--- config.mk ---
export PLATFORM = sky130hd
export DESIGN_NAME = distinct_prime_factors_trial_unit
export DESIGN_NICKNAME = d
export VERILOG_FILES = /design/src/dpf_pkg.sv /design/src/distinct_prime_factors_trial_unit.sv /design/src/dpf_div.sv
export SDC_FILE = /design/constraint.sdc
export NUM_CORES = 1
export LEC_CHECK = 0
export BUFFER_PORTS_ARGS = -buffer_cell sky130_fd_sc_hd__buf_2
export CORE_MARGIN = 3
export CORE_UTILIZATION = 47
export CTS_CLUSTER_SIZE = 25
export DETAILED_ROUTE_END_ITERATION = 10
export PLACE_DENSITY = 0.64
export SLEW_MARGIN = 20
export SYNTH_ARGS = -nofsm -noshare
export SYNTH_HDL_FRONTEND = slang
export SYNTH_SLANG_ARGS = --single-unit
--- constraint.sdc ---
create_clock -name clk -period 6 [get_ports clk]
set_input_delay 0.3 -clock clk [delete_from_list [all_inputs] [get_ports clk]]
set_output_delay 0.3 -clock clk [all_outputs]
set_load 0.005 [all_outputs]
--- src/dpf_pkg.sv ---
`default_nettype none

package dpf_pkg;

    localparam int DPF_VALUE_WIDTH = 40;
    localparam int MAX_RESULTS     = 11;
    localparam int COUNT_W         = $clog2(MAX_RESULTS + 1);

endpackage

`default_nettype wire

--- src/distinct_prime_factors_trial_unit.sv ---
// Steps: each trial or divide-out step is a divider start, VALUE_WIDTH quotient
// bits and a decision; a value of 0 or 1 is answered without any divide step.
// Throughput: one request at a time; s_tready is low from acceptance until the last
// result has been loaded into the output register. Set by the single iterative divider.
// Reset: rst_n asynchronous, active low; clears the sequencer and output valid.
`default_nettype none

module distinct_prime_factors_trial_unit
    import dpf_pkg::*;
#(
    parameter int VALUE_WIDTH = DPF_VALUE_WIDTH,
    localparam int TDATA_W    = ((VALUE_WIDTH + 7) / 8) * 8
)
(
    input  wire logic               clk,
    input  wire logic               rst_n,
    input  wire logic               s_tvalid,
    output logic                    s_tready,
    input  wire logic [TDATA_W-1:0] s_tdata,   // value
    output logic                    m_tvalid,
    input  wire logic               m_tready,
    output logic [TDATA_W-1:0]      m_tdata,   // prime_factor
    output logic                    m_tuser,   // no_factor
    output logic                    m_tlast
);

    typedef enum logic [2:0] {
        S_IDLE,
        S_TSTART,
        S_TEST,
        S_DSTART,
        S_DIVOUT,
        S_TAIL,
        S_FLUSH
    } state_t;

    state_t                 state_reg, state_next;
    logic [VALUE_WIDTH-1:0] v_reg, v_next;
    logic [VALUE_WIDTH-1:0] d_reg, d_next;
    logic [COUNT_W-1:0]     count_reg, count_next;
    logic                   pend_valid_reg, pend_valid_next;
    logic [VALUE_WIDTH-1:0] pend_factor_reg, pend_factor_next;
    logic                   pend_none_reg, pend_none_next;
    logic                   out_valid_reg, out_valid_next;
    logic [VALUE_WIDTH-1:0] out_factor_reg, out_factor_next;
    logic                   out_none_reg, out_none_next;
    logic                   out_last_reg, out_last_next;

    logic                   div_start;
    logic                   div_busy;
    logic [VALUE_WIDTH-1:0] quo;
    logic [VALUE_WIDTH-1:0] rem;
    logic                   out_free;
    logic                   can_push;
    logic [VALUE_WIDTH-1:0] value;

    assign value     = s_tdata[VALUE_WIDTH-1:0];
    assign out_free  = !out_valid_reg || m_tready;
    assign can_push  = !pend_valid_reg || out_free;
    assign div_start = (state_reg == S_TSTART) || (state_reg == S_DSTART);

    dpf_div #(
        .VALUE_WIDTH(VALUE_WIDTH)
    ) u_div (
        .clk      (clk),
        .rst_n    (rst_n),
        .start    (div_start),
        .dividend (v_reg),
        .divisor  (d_reg),
        .busy     (div_busy),
        .quotient (quo),
        .remainder(rem)
    );

    always_comb
    begin
        state_next       = state_reg;
        v_next           = v_reg;
        d_next           = d_reg;
        count_next       = count_reg;
        pend_valid_next  = pend_valid_reg;
        pend_factor_next = pend_factor_reg;
        pend_none_next   = pend_none_reg;
        out_valid_next   = out_valid_reg && !m_tready;
        out_factor_next  = out_factor_reg;
        out_none_next    = out_none_reg;
        out_last_next    = out_last_reg;

        case (state_reg)
            S_IDLE:
            begin
                if (s_tvalid)
                begin
                    v_next          = value;
                    d_next          = VALUE_WIDTH'(2);
                    count_next      = '0;
                    pend_valid_next = 1'b0;
                    if (value <= VALUE_WIDTH'(1))
                    begin
                        pend_valid_next  = 1'b1;
                        pend_factor_next = '0;
                        pend_none_next   = 1'b1;
                        state_next       = S_FLUSH;
                    end
                    else
                    begin
                        state_next = S_TSTART;
                    end
                end
            end
            S_TSTART:
            begin
                state_next = S_TEST;
            end
            S_TEST:
            begin
                if (!div_busy)
                begin
                    if (d_reg > quo)
                    begin
                        state_next = S_TAIL;
                    end
                    else if (rem != '0)
                    begin
                        d_next     = d_reg + VALUE_WIDTH'(1);
                        state_next = S_TSTART;
                    end
                    else if (can_push)
                    begin
                        // new factor: older pending one goes out, not last
                        if (pend_valid_reg)
                        begin
                            out_valid_next  = 1'b1;
                            out_factor_next = pend_factor_reg;
                            out_none_next   = pend_none_reg;
                            out_last_next   = 1'b0;
                        end
                        pend_valid_next  = 1'b1;
                        pend_factor_next = d_reg;
                        pend_none_next   = 1'b0;
                        count_next       = count_reg + COUNT_W'(1);
                        v_next           = quo;
                        if (count_reg + COUNT_W'(1) == COUNT_W'(MAX_RESULTS))
                        begin
                            state_next = S_FLUSH;
                        end
                        else
                        begin
                            state_next = S_DSTART;
                        end
                    end
                end
            end
            S_DSTART:
            begin
                state_next = S_DIVOUT;
            end
            S_DIVOUT:
            begin
                if (!div_busy)
                begin
                    if (rem == '0)
                    begin
                        v_next     = quo;
                        state_next = S_DSTART;
                    end
                    else
                    begin
                        d_next     = d_reg + VALUE_WIDTH'(1);
                        state_next = S_TSTART;
                    end
                end
            end
            S_TAIL:
            begin
                if (v_reg == VALUE_WIDTH'(1))
                begin
                    state_next = S_FLUSH;
                end
                else if (can_push)
                begin
                    if (pend_valid_reg)
                    begin
                        out_valid_next  = 1'b1;
                        out_factor_next = pend_factor_reg;
                        out_none_next   = pend_none_reg;
                        out_last_next   = 1'b0;
                    end
                    pend_valid_next  = 1'b1;
                    pend_factor_next = v_reg;
                    pend_none_next   = 1'b0;
                    count_next       = count_reg + COUNT_W'(1);
                    state_next       = S_FLUSH;
                end
            end
            S_FLUSH:
            begin
                if (out_free)
                begin
                    out_valid_next  = 1'b1;
                    out_factor_next = pend_factor_reg;
                    out_none_next   = pend_none_reg;
                    out_last_next   = 1'b1;
                    pend_valid_next = 1'b0;
                    state_next      = S_IDLE;
                end
            end
            default:
            begin
                state_next = S_IDLE;
            end
        endcase
    end

    always_ff @(posedge clk or negedge rst_n)
    begin
        if (!rst_n)
        begin
            state_reg       <= S_IDLE;
            v_reg           <= '0;
            d_reg           <= '0;
            count_reg       <= '0;
            pend_valid_reg  <= 1'b0;
            pend_factor_reg <= '0;
            pend_none_reg   <= 1'b0;
            out_valid_reg   <= 1'b0;
            out_factor_reg  <= '0;
            out_none_reg    <= 1'b0;
            out_last_reg    <= 1'b0;
        end
        else
        begin
            state_reg       <= state_next;
            v_reg           <= v_next;
            d_reg           <= d_next;
            count_reg       <= count_next;
            pend_valid_reg  <= pend_valid_next;
            pend_factor_reg <= pend_factor_next;
            pend_none_reg   <= pend_none_next;
            out_valid_reg   <= out_valid_next;
            out_factor_reg  <= out_factor_next;
            out_none_reg    <= out_none_next;
            out_last_reg    <= out_last_next;
        end
    end

    assign s_tready = (state_reg == S_IDLE);
    assign m_tvalid = out_valid_reg;
    assign m_tdata  = TDATA_W'(out_factor_reg);
    assign m_tuser  = out_none_reg;
    assign m_tlast  = out_last_reg;

`ifndef SYNTHESIS
    a_no_factor_alone: assert property (@(posedge clk) disable iff (!rst_n)
        m_tvalid && m_tuser |-> m_tlast && (m_tdata == '0))
        else $error("no_factor result not a lone zero final result");

    a_busy_after_request: assert property (@(posedge clk) disable iff (!rst_n)
        s_tvalid && s_tready |=> !s_tready)
        else $error("ready again right after a request");

    a_flush_has_pending: assert property (@(posedge clk) disable iff (!rst_n)
        (state_reg == S_FLUSH) |-> pend_valid_reg)
        else $error("flush without a pending result");

    a_count_bound: assert property (@(posedge clk) disable iff (!rst_n)
        count_reg <= COUNT_W'(MAX_RESULTS))
        else $error("result count beyond limit");
`endif

endmodule

`default_nettype wire

--- src/dpf_div.sv ---
`default_nettype none

// restoring divider, one quotient bit per cycle
module dpf_div
    import dpf_pkg::*;
#(
    parameter int VALUE_WIDTH = DPF_VALUE_WIDTH
)
(
    input  wire logic                   clk,
    input  wire logic                   rst_n,
    input  wire logic                   start,
    input  wire logic [VALUE_WIDTH-1:0] dividend,
    input  wire logic [VALUE_WIDTH-1:0] divisor,
    output logic                        busy,
    output logic [VALUE_WIDTH-1:0]      quotient,
    output logic [VALUE_WIDTH-1:0]      remainder
);

    localparam int CNT_W = $clog2(VALUE_WIDTH + 1);

    logic                   busy_reg, busy_next;
    logic [CNT_W-1:0]       cnt_reg, cnt_next;
    logic [VALUE_WIDTH-1:0] quo_reg, quo_next;
    logic [VALUE_WIDTH-1:0] rem_reg, rem_next;
    logic [VALUE_WIDTH-1:0] div_reg, div_next;

    logic [VALUE_WIDTH:0]   shifted;
    logic                   fits;
    logic [VALUE_WIDTH-1:0] diff;

    assign shifted = {rem_reg, quo_reg[VALUE_WIDTH-1]};
    assign fits    = (shifted >= {1'b0, div_reg});
    // exact whenever fits is set, as the difference is then below the divisor
    assign diff    = shifted[VALUE_WIDTH-1:0] - div_reg;

    always_comb
    begin
        busy_next = busy_reg;
        cnt_next  = cnt_reg;
        quo_next  = quo_reg;
        rem_next  = rem_reg;
        div_next  = div_reg;
        if (start)
        begin
            busy_next = 1'b1;
            cnt_next  = CNT_W'(VALUE_WIDTH);
            quo_next  = dividend;
            rem_next  = '0;
            div_next  = divisor;
        end
        else if (busy_reg)
        begin
            if (!fits)
            begin
                rem_next = shifted[VALUE_WIDTH-1:0];
                quo_next = {quo_reg[VALUE_WIDTH-2:0], 1'b0};
            end
            else
            begin
                rem_next = diff;
                quo_next = {quo_reg[VALUE_WIDTH-2:0], 1'b1};
            end
            cnt_next = cnt_reg - CNT_W'(1);
            if (cnt_reg == CNT_W'(1))
            begin
                busy_next = 1'b0;
            end
        end
    end

    always_ff @(posedge clk or negedge rst_n)
    begin
        if (!rst_n)
        begin
            busy_reg <= 1'b0;
            cnt_reg  <= '0;
        end
        else
        begin
            busy_reg <= busy_next;
            cnt_reg  <= cnt_next;
        end
    end

    always_ff @(posedge clk)
    begin
        quo_reg <= quo_next;
        rem_reg <= rem_next;
        div_reg <= div_next;
    end

    assign busy      = busy_reg;
    assign quotient  = quo_reg;
    assign remainder = rem_reg;

endmodule

`default_nettype wire
# Word-level counts from Yosys, hierarchy flattened
# Index checks and enable logic that the tools add are counted.
# word_totals
regBits	299
inputBits	44
out_inout_bits	44
wordCells	172
# op_classes
add_sub_neg	4
magnitude_cmp	3
eq_ne	24
n_mux	102
reduce_logical	23
# op_table
op	count
$mux 40	31
$pmux 40 s3	4
$ge 41x40->1	1
$add 40x1->40 const B	1
$eq 40x1->1 const B	1
$gt 40x40->1	1
$le 40x1->1 const B	1
$logic_not 40->1	1
$mux 1	40
$reduce_bool 40->1	1
$sub 40x40->40	1
$mux 3	11
$mux 4	6
$ne 2x2->1 const B	12
$pmux 3 s7	1
$reduce_and 7->1	3
$reduce_and 6->1	3
$mux 6	2
$pmux 1 s3	4
$pmux 4 s3	1
$eq 3x3->1 const B	3
$reduce_and 9->1	1
$reduce_bool 3->1	3
$reduce_and 8->1	1
other kinds (17)	22

# Longest topological paths before layout
# Gate-level depths: netlist (run 1).
# logic_depth
ltp_word	8
depth_mapped	14
depth_no_buf	12

# By module
# From an unflattened synthesis (run 1), not the netlist that was laid out.
# unflattened
hier_cells	1703
area_unflattened_um2	17330.4
# by_module_without_submodules
module	n_inst	cells_each	area_each_um2	seq_area_each_um2
distinct_prime_factors_trial_unit	1	955	9803.2	4304.1
dpf_div	1	748	7527.2	3378.2

# Worst setup path before layout (run 1)
# OpenSTA, ideal clock, no wires.
# synth_path
path_kind	register to register
start	reg d_reg[35]
end	reg pend_factor_reg[0]
setup_ns	0.125
arrival_time_ns	2.955
slack_ns	2.920
stages_incl_launch_ff	11
n_path_buf	1
period_less_slack_ns	3.080
cell_sequence	dfrtp_1 ha_1 nand4_1 nor4_4 nand3_2 and2_1 nor4b_2 o21ai_1 nor2_1 buf_2 mux2_2
# synth_between
elab_chain_cells	3
# synth_rtl
element	line_no	source
start, declared	distinct_prime_factors_trial_unit.sv:39	logic [VALUE_WIDTH-1:0] d_reg, d_next;
start signal, assigned	distinct_prime_factors_trial_unit.sv:235	d_reg <= d_next;
$gt 40x40->1	distinct_prime_factors_trial_unit.sv:119	if (d_reg > quo)
$ne 2x2->1 (no line)	-	
$reduce_and 9->1 (no line)	-	
end signal, assigned	distinct_prime_factors_trial_unit.sv:238	pend_factor_reg <= pend_factor_next;
end, declared	distinct_prime_factors_trial_unit.sv:42	logic [VALUE_WIDTH-1:0] pend_factor_reg, pend_factor_next;
# Every way passes these cells.
# A chain may end at the register's enable or synchronous reset.

# Worst setup path after layout (run 1)
# layout_path
start	reg d_reg[35]
end	reg pend_factor_reg[37]
# The elaborated chain is that of the path after synthesis.

==> summary.txt, run 1 <==
Clock tree
  – Clock Latency Late Sink: about 520 ps
  – H-Tree Depth: 2
  – Worst-case clock buffer depth: 3
  – Sink Count: 299
  – CTS tree: done
  – Clock Tree Root: clkbuf_16
  – Cts bufs inserted: 35
  – Clk slew on worst S/H paths: 60 ps

Logic synthesis
  – Post-synth ARST share: around three fifths
  – Share of the yosys chip area belonging to registers: between 40 and 50%
  – Post-synth EDFFs: 80
  – Syn avg cell area: between 9 and 10 µm²
  – YS warnings: 0
  – Mapped Nets: roughly 1800
  – Post-synth top flop: dfrtp_1
  – Cell count after synthesis: between 1500 and 2000
  – Synth Register Bits: around 300
  – Mapped Area: 0.0167 mm²
  – Yosys cell types: 72

Die
  – Initial Utilization: between 40% and 50%
  – Die Span Y: 194 µm
  – Num rows: slightly below 70
  – Die ar.: approximately 0.038 mm²
  – Core area: around 0.035 mm²
  – Die span in x: roughly 200 µm
  – I/O Pins: 88

Timing
  – Hold Vio Cnt, Final: 0
  – Slew @ Worst Pin: approximately 1000 ps
  – RSZ-0062 raised after global routing: no
  – Period minus WS final: 4200 ps
  – Worst slew margin: a little under a third
  – Worst clock skew: ~25 ps
  – Slew Viols, Final: 0
  – Post-route setup slack: roughly 1800 ps
  – Period utilisation layout: 70.0%
  – Setup tns final: 0 ps
  – # setup viols final: 0
  – Max frequency: 238 MHz

Routing
  – Final antenna-violating net count: 0
  – DR WL/cell: ~20 µm
  – Iteration-0 DRC count of the detailed router: 1178
  – Vias/cell: around 5.9
  – Via Count: roughly 13000
  – DR pass1 iterations: 5
  – Drt total wl: around 45000 µm
  – Residual DRC: 0

Setup path
  – R2r setup slk: 1800 ps
  – Endpoint of the worst-slack reg-to-reg timing path: pend_factor_reg[37]
  – Slowest cell delay on critical path: ~500 ps
  – Top Family by Delay on Critical Path: simple AND/OR/NAND/NOR gates
  – CP Data Required Time: 6380 ps
  – Critical path arrival: between 4000 and 5000 ps
  – Worst Path Buf+Inv: 1
  – CP Launch Type: register
  – Peak fanout along the critical path: 31
  – Kind of end point of the critical path: register
  – CP max stage cell: nor4_4
  – Worst flop-to-flop path startpoint: d_reg[35]
  – Critical Path, Cell by Cell: ha_1, nand4_1, nor4_4, nand3_2, and2_1, nor4b_2, o21ai_1, nor2_4, buf_4, mux2_2
  – WS Path Type: register to register
  – Worst Reg-to-Reg Cells: 10

Cells and area
  – Final Cell Area: approximately 0.019 mm²
  – Filler cell count: between 3000 and 4000
  – Area grow syn2layout: 12.1%
  – Final Instance Count excl. Fillers: about 2200
  – Share of cells above drive strength 1: approximately 15%
  – Multi-input gate area: 0.00830 mm²
  – Final net count: about 1900
  – Register area: 0.00768 mm²
  – Inserted Diodes: 0

Global route
  – Initial antenna violation count: 0
  – Gr usage total: about a quarter
  – Largest net degree at the start of global routing: 85
  – Number of global-route vias before repair: 12900
  – First-pass GRT wire length: ~72000 µm
  – Grt total ovfl: 0

Placed design
  – Placed Area: roughly 0.018 mm²
  – Post-DP HPWL: around 32000 µm
  – Pre-CTS WS: roughly 1900 ps
  – Placed insts: around 2200
  – IO Port Bufs: 87
  – Routability Congestion: ~0.9

Min path
  – HP Start: s_tdata[20]
  – WHS Endpoint: v_reg[20]
  – Worst hold stages: 3
  – Worst hold path type: input pin to register

Power
  – Peak supply drop: ~0.00027 V
  – Total power: approximately 0.01 W
  – Power Density: about 550 mW/mm²
  – Lkg Pwr: 8.34 nW

Job
  – # Max-Cap Violations: 0

Status
  – Status: finished clean
==> cell families (layout without fill, tap and decap cells) <==
family / after synthesis / count (layout) / synth area share [%]
adders and majority gates: 86 / 86 / 6.50
AOI/OAI and AO/OA: 433 / 433 / 15.7
muxes: 151 / 151 / 9.69
and+or+nand+nor: 482 / 482 / 14.5
DFF: 299 / 299 / 46.1
xor gates and xnor gates: 60 / 60 / 3.15
buffers and inverters: 190 / 277 / 4.39
==> cells in the mapped netlist, types with 6 or more instances <==
library cell | number | share of area (%)
o31ai_1 | 13 | 0.59
nor3_1 | 29 | 0.87
clkbuf_1 | 66 | 1.5
xor2_1 | 16 | 0.84
dfxtp_1 | 40 | 4.8
mux2i_1 | 68 | 4.1
o211ai_1 | 11 | 0.50
a21o_1 | 28 | 1.3
nor2b_1 | 15 | 0.56
o21a_1 | 11 | 0.50
and3_1 | 17 | 0.64
a21oi_1 | 106 | 3.2
o21ai_0 | 172 | 5.2
nor4_1 | 35 | 1.3
buf_2 | 15 | 0.45
mux2_1 | 6 | 0.41
ha_1 | 85 | 6.4
edfxtp_1 | 80 | 14
mux2_2 | 77 | 5.2
dfrtp_1 | 179 | 27
nand3_1 | 26 | 0.78
a31oi_1 | 8 | 0.30
nor2_1 | 79 | 1.8
nand4_1 | 43 | 1.6
nand2b_1 | 10 | 0.38
a22o_1 | 28 | 1.5
xnor2_1 | 44 | 2.3
a211oi_1 | 6 | 0.27
o21ai_1 | 10 | 0.30
nand2_1 | 175 | 3.9
or3_1 | 20 | 0.75
inv_1 | 106 | 2.4
o21bai_1 | 6 | 0.27
or4_1 | 6 | 0.27
==> cell usage in the layout (no fill, tap or decap), types with 13 or more instances in the layout <==
cell type	n
buf_2	86
nand2_1	175
o31ai_1	13
xor2_1	16
nand3_1	26
dfxtp_1	40
or3_1	20
clkbuf_16	38
inv_1	104
mux2i_1	68
a21oi_1	106
a21o_1	28
nand4_1	43
dfrtp_1	178
and3_1	17
nor3_1	29
mux2_2	77
nor2_1	74
xnor2_1	44
ha_1	85
nor4_1	35
nor2b_1	15
a22o_1	28
buf_4	18
o21ai_0	172
edfxtp_1	80
==> cell type report <==
cell class | instances | share of cell area (%)
Clock buffer | 51 | 5.51
Clock inverter | 13 | 0.569
Inverter | 107 | 2.16
Multi-Input combinational cell | 1212 | 44.4
Sequential cell | 299 | 41.1
Tap cell | 455 | 3.05
Timing Repair Buffer | 106 | 3.16
==> worst min-delay path: stages <==
cell	delay, ps
buf_2	100
mux2i_1	60
o21ai_0	130
==> report_power, final <==
part	switching [W]	internal (W)	leakage (nW)	total, W
clock network	0.000844	0.00124	0.552	0.00209
logic	0.00288	0.00189	4.21	0.00477
registers	0.000534	0.00282	3.58	0.00335
==> worst max-delay path by stage <==
| stage | start | endpoint | slack (ps) | cells after the start |
|---|---|---|---|---|
| after detailed placement | d_reg[35] | pend_factor_reg[37] | 1860 | 10 |
| after CTS | d_reg[35] | pend_factor_reg[37] | 1810 | 10 |
| after floorplan | d_reg[35] | pend_factor_reg[0] | 2920 | 10 |
| after global placement | d_reg[35] | pend_factor_reg[34] | 1980 | 10 |
| after global routing | d_reg[35] | pend_factor_reg[37] | 1560 | 10 |
| final | d_reg[35] | pend_factor_reg[37] | 1800 | 10 |
==> what timing repair did <==
action                                  in CTS  in global routing
hold buffers                                 1                  0
endpoints found under the hold margin       44                  0
gates resized for setup                      0                  0
buffers inserted                             0                  0
endpoints found under the setup margin       0                  0
==> stage by stage <==
stage	utilization (%)	hold slack [ps]
final	53.8	104
after detailed placement	50.5	262
after global placement	50.5	254
after CTS	53.8	84.3
after global routing	53.8	119
after floorplan	-	4.41
==> metal layers <==
metal  share of wire, %  vias up  global-route usage [%]
met5                  0        -                       0
met4                2.4        0                    6.38
met3                5.4       60                    2.77
met2                 45      377                    36.6
met1                 47     6396                    34.4
li1                   -     6294                       -
No activity file was read; power rests on OpenSTA's default activity.
==> inputs of run 2 (changes only) <==
==> constraint.sdc (replaced) <==
create_clock -name clk -period 4.3 [get_ports clk]
set_input_delay 0.215 -clock clk [delete_from_list [all_inputs] [get_ports clk]]
set_output_delay 0.215 -clock clk [all_outputs]
set_load 0.005 [all_outputs]
==> run 2 against run 1 <==
Against the previous run: global-route usage increased by 0.53 points; final cell count increased by 0.98%; clock power increased by 60%; combinational power increased by 43%; first-iteration DRC count decreased by 8.7%; final area increased by 2.2%; sequential power increased by 39%; fmax increased by 7.5%; total power increased by 45%.
==> summary.txt, run 2 (synthesis gave the netlist of run 1 again) <==
Timing
  – Period utilisation layout: 90.9% (+21 points)
  – Slew Viols, Final: 0 (unchanged)
  – Worst slew margin: 32.1% (+0.28 points)
  – Slew @ Worst Pin: 1020 ps (-4.25 ps)
  – Period minus WS final: 3910 ps (-291 ps)
  – # setup viols final: 0 (unchanged)
  – Hold Vio Cnt, Final: 0 (unchanged)
  – Setup tns final: 0 ps (unchanged)
  – RSZ-0062 raised after global routing: no
  – Worst clock skew: 28.0 ps (+2.57 ps)
  – Minimum hold slack: 13.4 ps (-90.8 ps)
  – Max frequency: 256 MHz (+7.5%)

Global route
  – Gr usage total: 23.9% (+0.53 points)
  – Initial antenna violation count: 0 (unchanged)
  – Number of global-route vias before repair: 13100 (+2.0%)
  – Grt total ovfl: 0 (unchanged)
  – First-pass GRT wire length: 72900 µm (+1.9%)
  – Largest net degree at the start of global routing: 117 (+38%)

Setup path
  – Slowest cell delay on critical path: 490 ps (about the same)
  – Peak fanout along the critical path: 35 (+13%)
  – Kind of end point of the critical path: register
  – CP Launch Type: register
  – CP max stage cell: nor4_4
  – Setup crit start: d_reg[35]
  – Critical path arrival: 4310 ps (-270 ps)
  – WS Path Type: register to register
  – Critical Path, Cell by Cell: ha_1, nand4_1, nor4_4, nand3_2, and2_1, nor4b_2, o21ai_1, nor2_4, buf_12, mux2_2
  – Worst flop-to-flop path startpoint: d_reg[35]
  – CP Data Required Time: 4700 ps (-1680 ps)

Cells and area
  – Share of cells above drive strength 1: 15.9% (+1.3 points)
  – Area grow syn2layout: 14.5%
  – Filler cell count: 3081 (-2.1%)
  – Final net count: 1913 (+1.2%)
  – Commonest cells after routing, fill and taps aside: 178 x dfrtp_1, 175 x nand2_1, 172 x o21ai_0
  – Commonest non-fill, non-tap cell in the layout: dfrtp_1

Routing
  – Drt total wl: 45900 µm (+2.3%)
  – Via Count: 13300 (+1.6%)
  – Final antenna-violating net count: 0 (unchanged)
  – Iteration-0 DRC count of the detailed router: 1076 (-8.7%)
  – Vias/cell: 5.89 (+0.58%)
  – Residual DRC: 0 (unchanged)
  – DR WL/cell: 20.3 µm (+1.3%)
  – DR pass1 iterations: 6 (+1)

Power
  – Lkg Pwr: 8.55 nW (+2.5%)
  – Peak supply drop: 0.000390 V (+47%)
  – Total power: 0.0148 W (+45%)
  – Power Density: 776 mW/mm² (+42%)

Die
  – Die span in x: 194 µm (unchanged)
  – Initial Utilization: 48.0% (unchanged)
  – Die Span Y: 194 µm (unchanged)
  – I/O Pins: 88 (unchanged)
  – Die ar.: 0.0378 mm² (unchanged)
  – Num rows: 68 (unchanged)
  – Core area: 0.0347 mm² (unchanged)

Placed design
  – Routability Congestion: 0.917 (+4.2%)
  – Post-DP HPWL: 33100 µm (+3.5%)
  – IO Port Bufs: 87 (unchanged)

Clock tree
  – Clock Tree Root: clkbuf_16
  – H-Tree Depth: 2 (unchanged)
  – Clock Latency Late Sink: 530 ps (about the same)
  – Cts bufs inserted: 35 (unchanged)
  – Worst-case clock buffer depth: 3 (unchanged)
  – CTS tree: done
  – Clk slew on worst S/H paths: 60 ps (about the same)
  – Sink Count: 299 (unchanged)
  – Post-CTS setup buffers: 0 (unchanged)

Min path
  – Worst hold path type: input pin to register
  – HP Start: s_tdata[14]

Status
  – Status: finished clean

Job
  – # Max-Cap Violations: 0 (unchanged)
==> run 2: worst paths after layout <==
kind / slack (ps) / cells after the start / endpoint
min reg2reg: 480 / 1 / m_tdata[2]
min: 10 / 3 / v_reg[14]
max in group asynchronous: 2940 / 3 / v_reg[10]
max reg2reg: 390 / 10 / pend_factor_reg[36]
max: 390 / 10 / pend_factor_reg[36]
min in group asynchronous: 410 / 2 / m_tdata[38]
==> run 2: critical path, delay by kind of cell (launching register included) <==
family	cells	cell delay (ps)
muxes	1	370
buffers and inverters	1	250
AOI/OAI and AO/OA	1	350
and+or+nand+nor	6	1940
DFF	1	460
adders and majority gates	1	360
==> run 2: where the power goes <==
| group | switching, W | internal (W) |
|---|---|---|
| Combinational | 0.00406 | 0.00274 |
| Clock | 0.00120 | 0.00215 |
| Sequential | 0.000739 | 0.00393 |
| Total | 0.00600 | 0.00882 |
==> run 2: repair_timing <==
item,in CTS,in global routing
setup endpoints to repair,0,0
hold endpoints to repair,118,0
hold buffers,4,0
gates resized for setup,0,0
==> run 2: layout make-up <==
type | count | area, µm² | area share (%)
antenna | 1 | 2.50 | 0.0131
clock buffer | 48 | 1030 | 5.38
multi-input combinational | 1212 | 8300 | 43.5
tap | 455 | 569 | 2.98
timing repair buffer | 128 | 825 | 4.32
sequential | 299 | 7680 | 40.3
clock inverter | 15 | 283 | 1.48
inverter | 107 | 403 | 2.11
==> run 2: per-layer routing <==
metal	wire length, µm	part of all wire, %	global-route usage (%)
met1	21100	46	34.3
met2	20400	45	36.8
met3	2710	5.9	3.71
met4	1650	3.6	8.62
met5	0	0	0
==> run 2: metrics by stage <==
step | util [%] | instance area (µm²) | cells | setup slack, ps
2_1_floorplan | - | 16700 | 1701 | 1220
3_3_place_gp | 51.1 | 17700 | 2197 | 540
3_5_place_dp | 51.1 | 17700 | 2197 | 455
4_1_cts | 55.0 | 19100 | 2264 | 440
5_1_grt | 55.0 | 19100 | 2264 | 280
6_report | 55.0 | 19100 | 2265 | 391
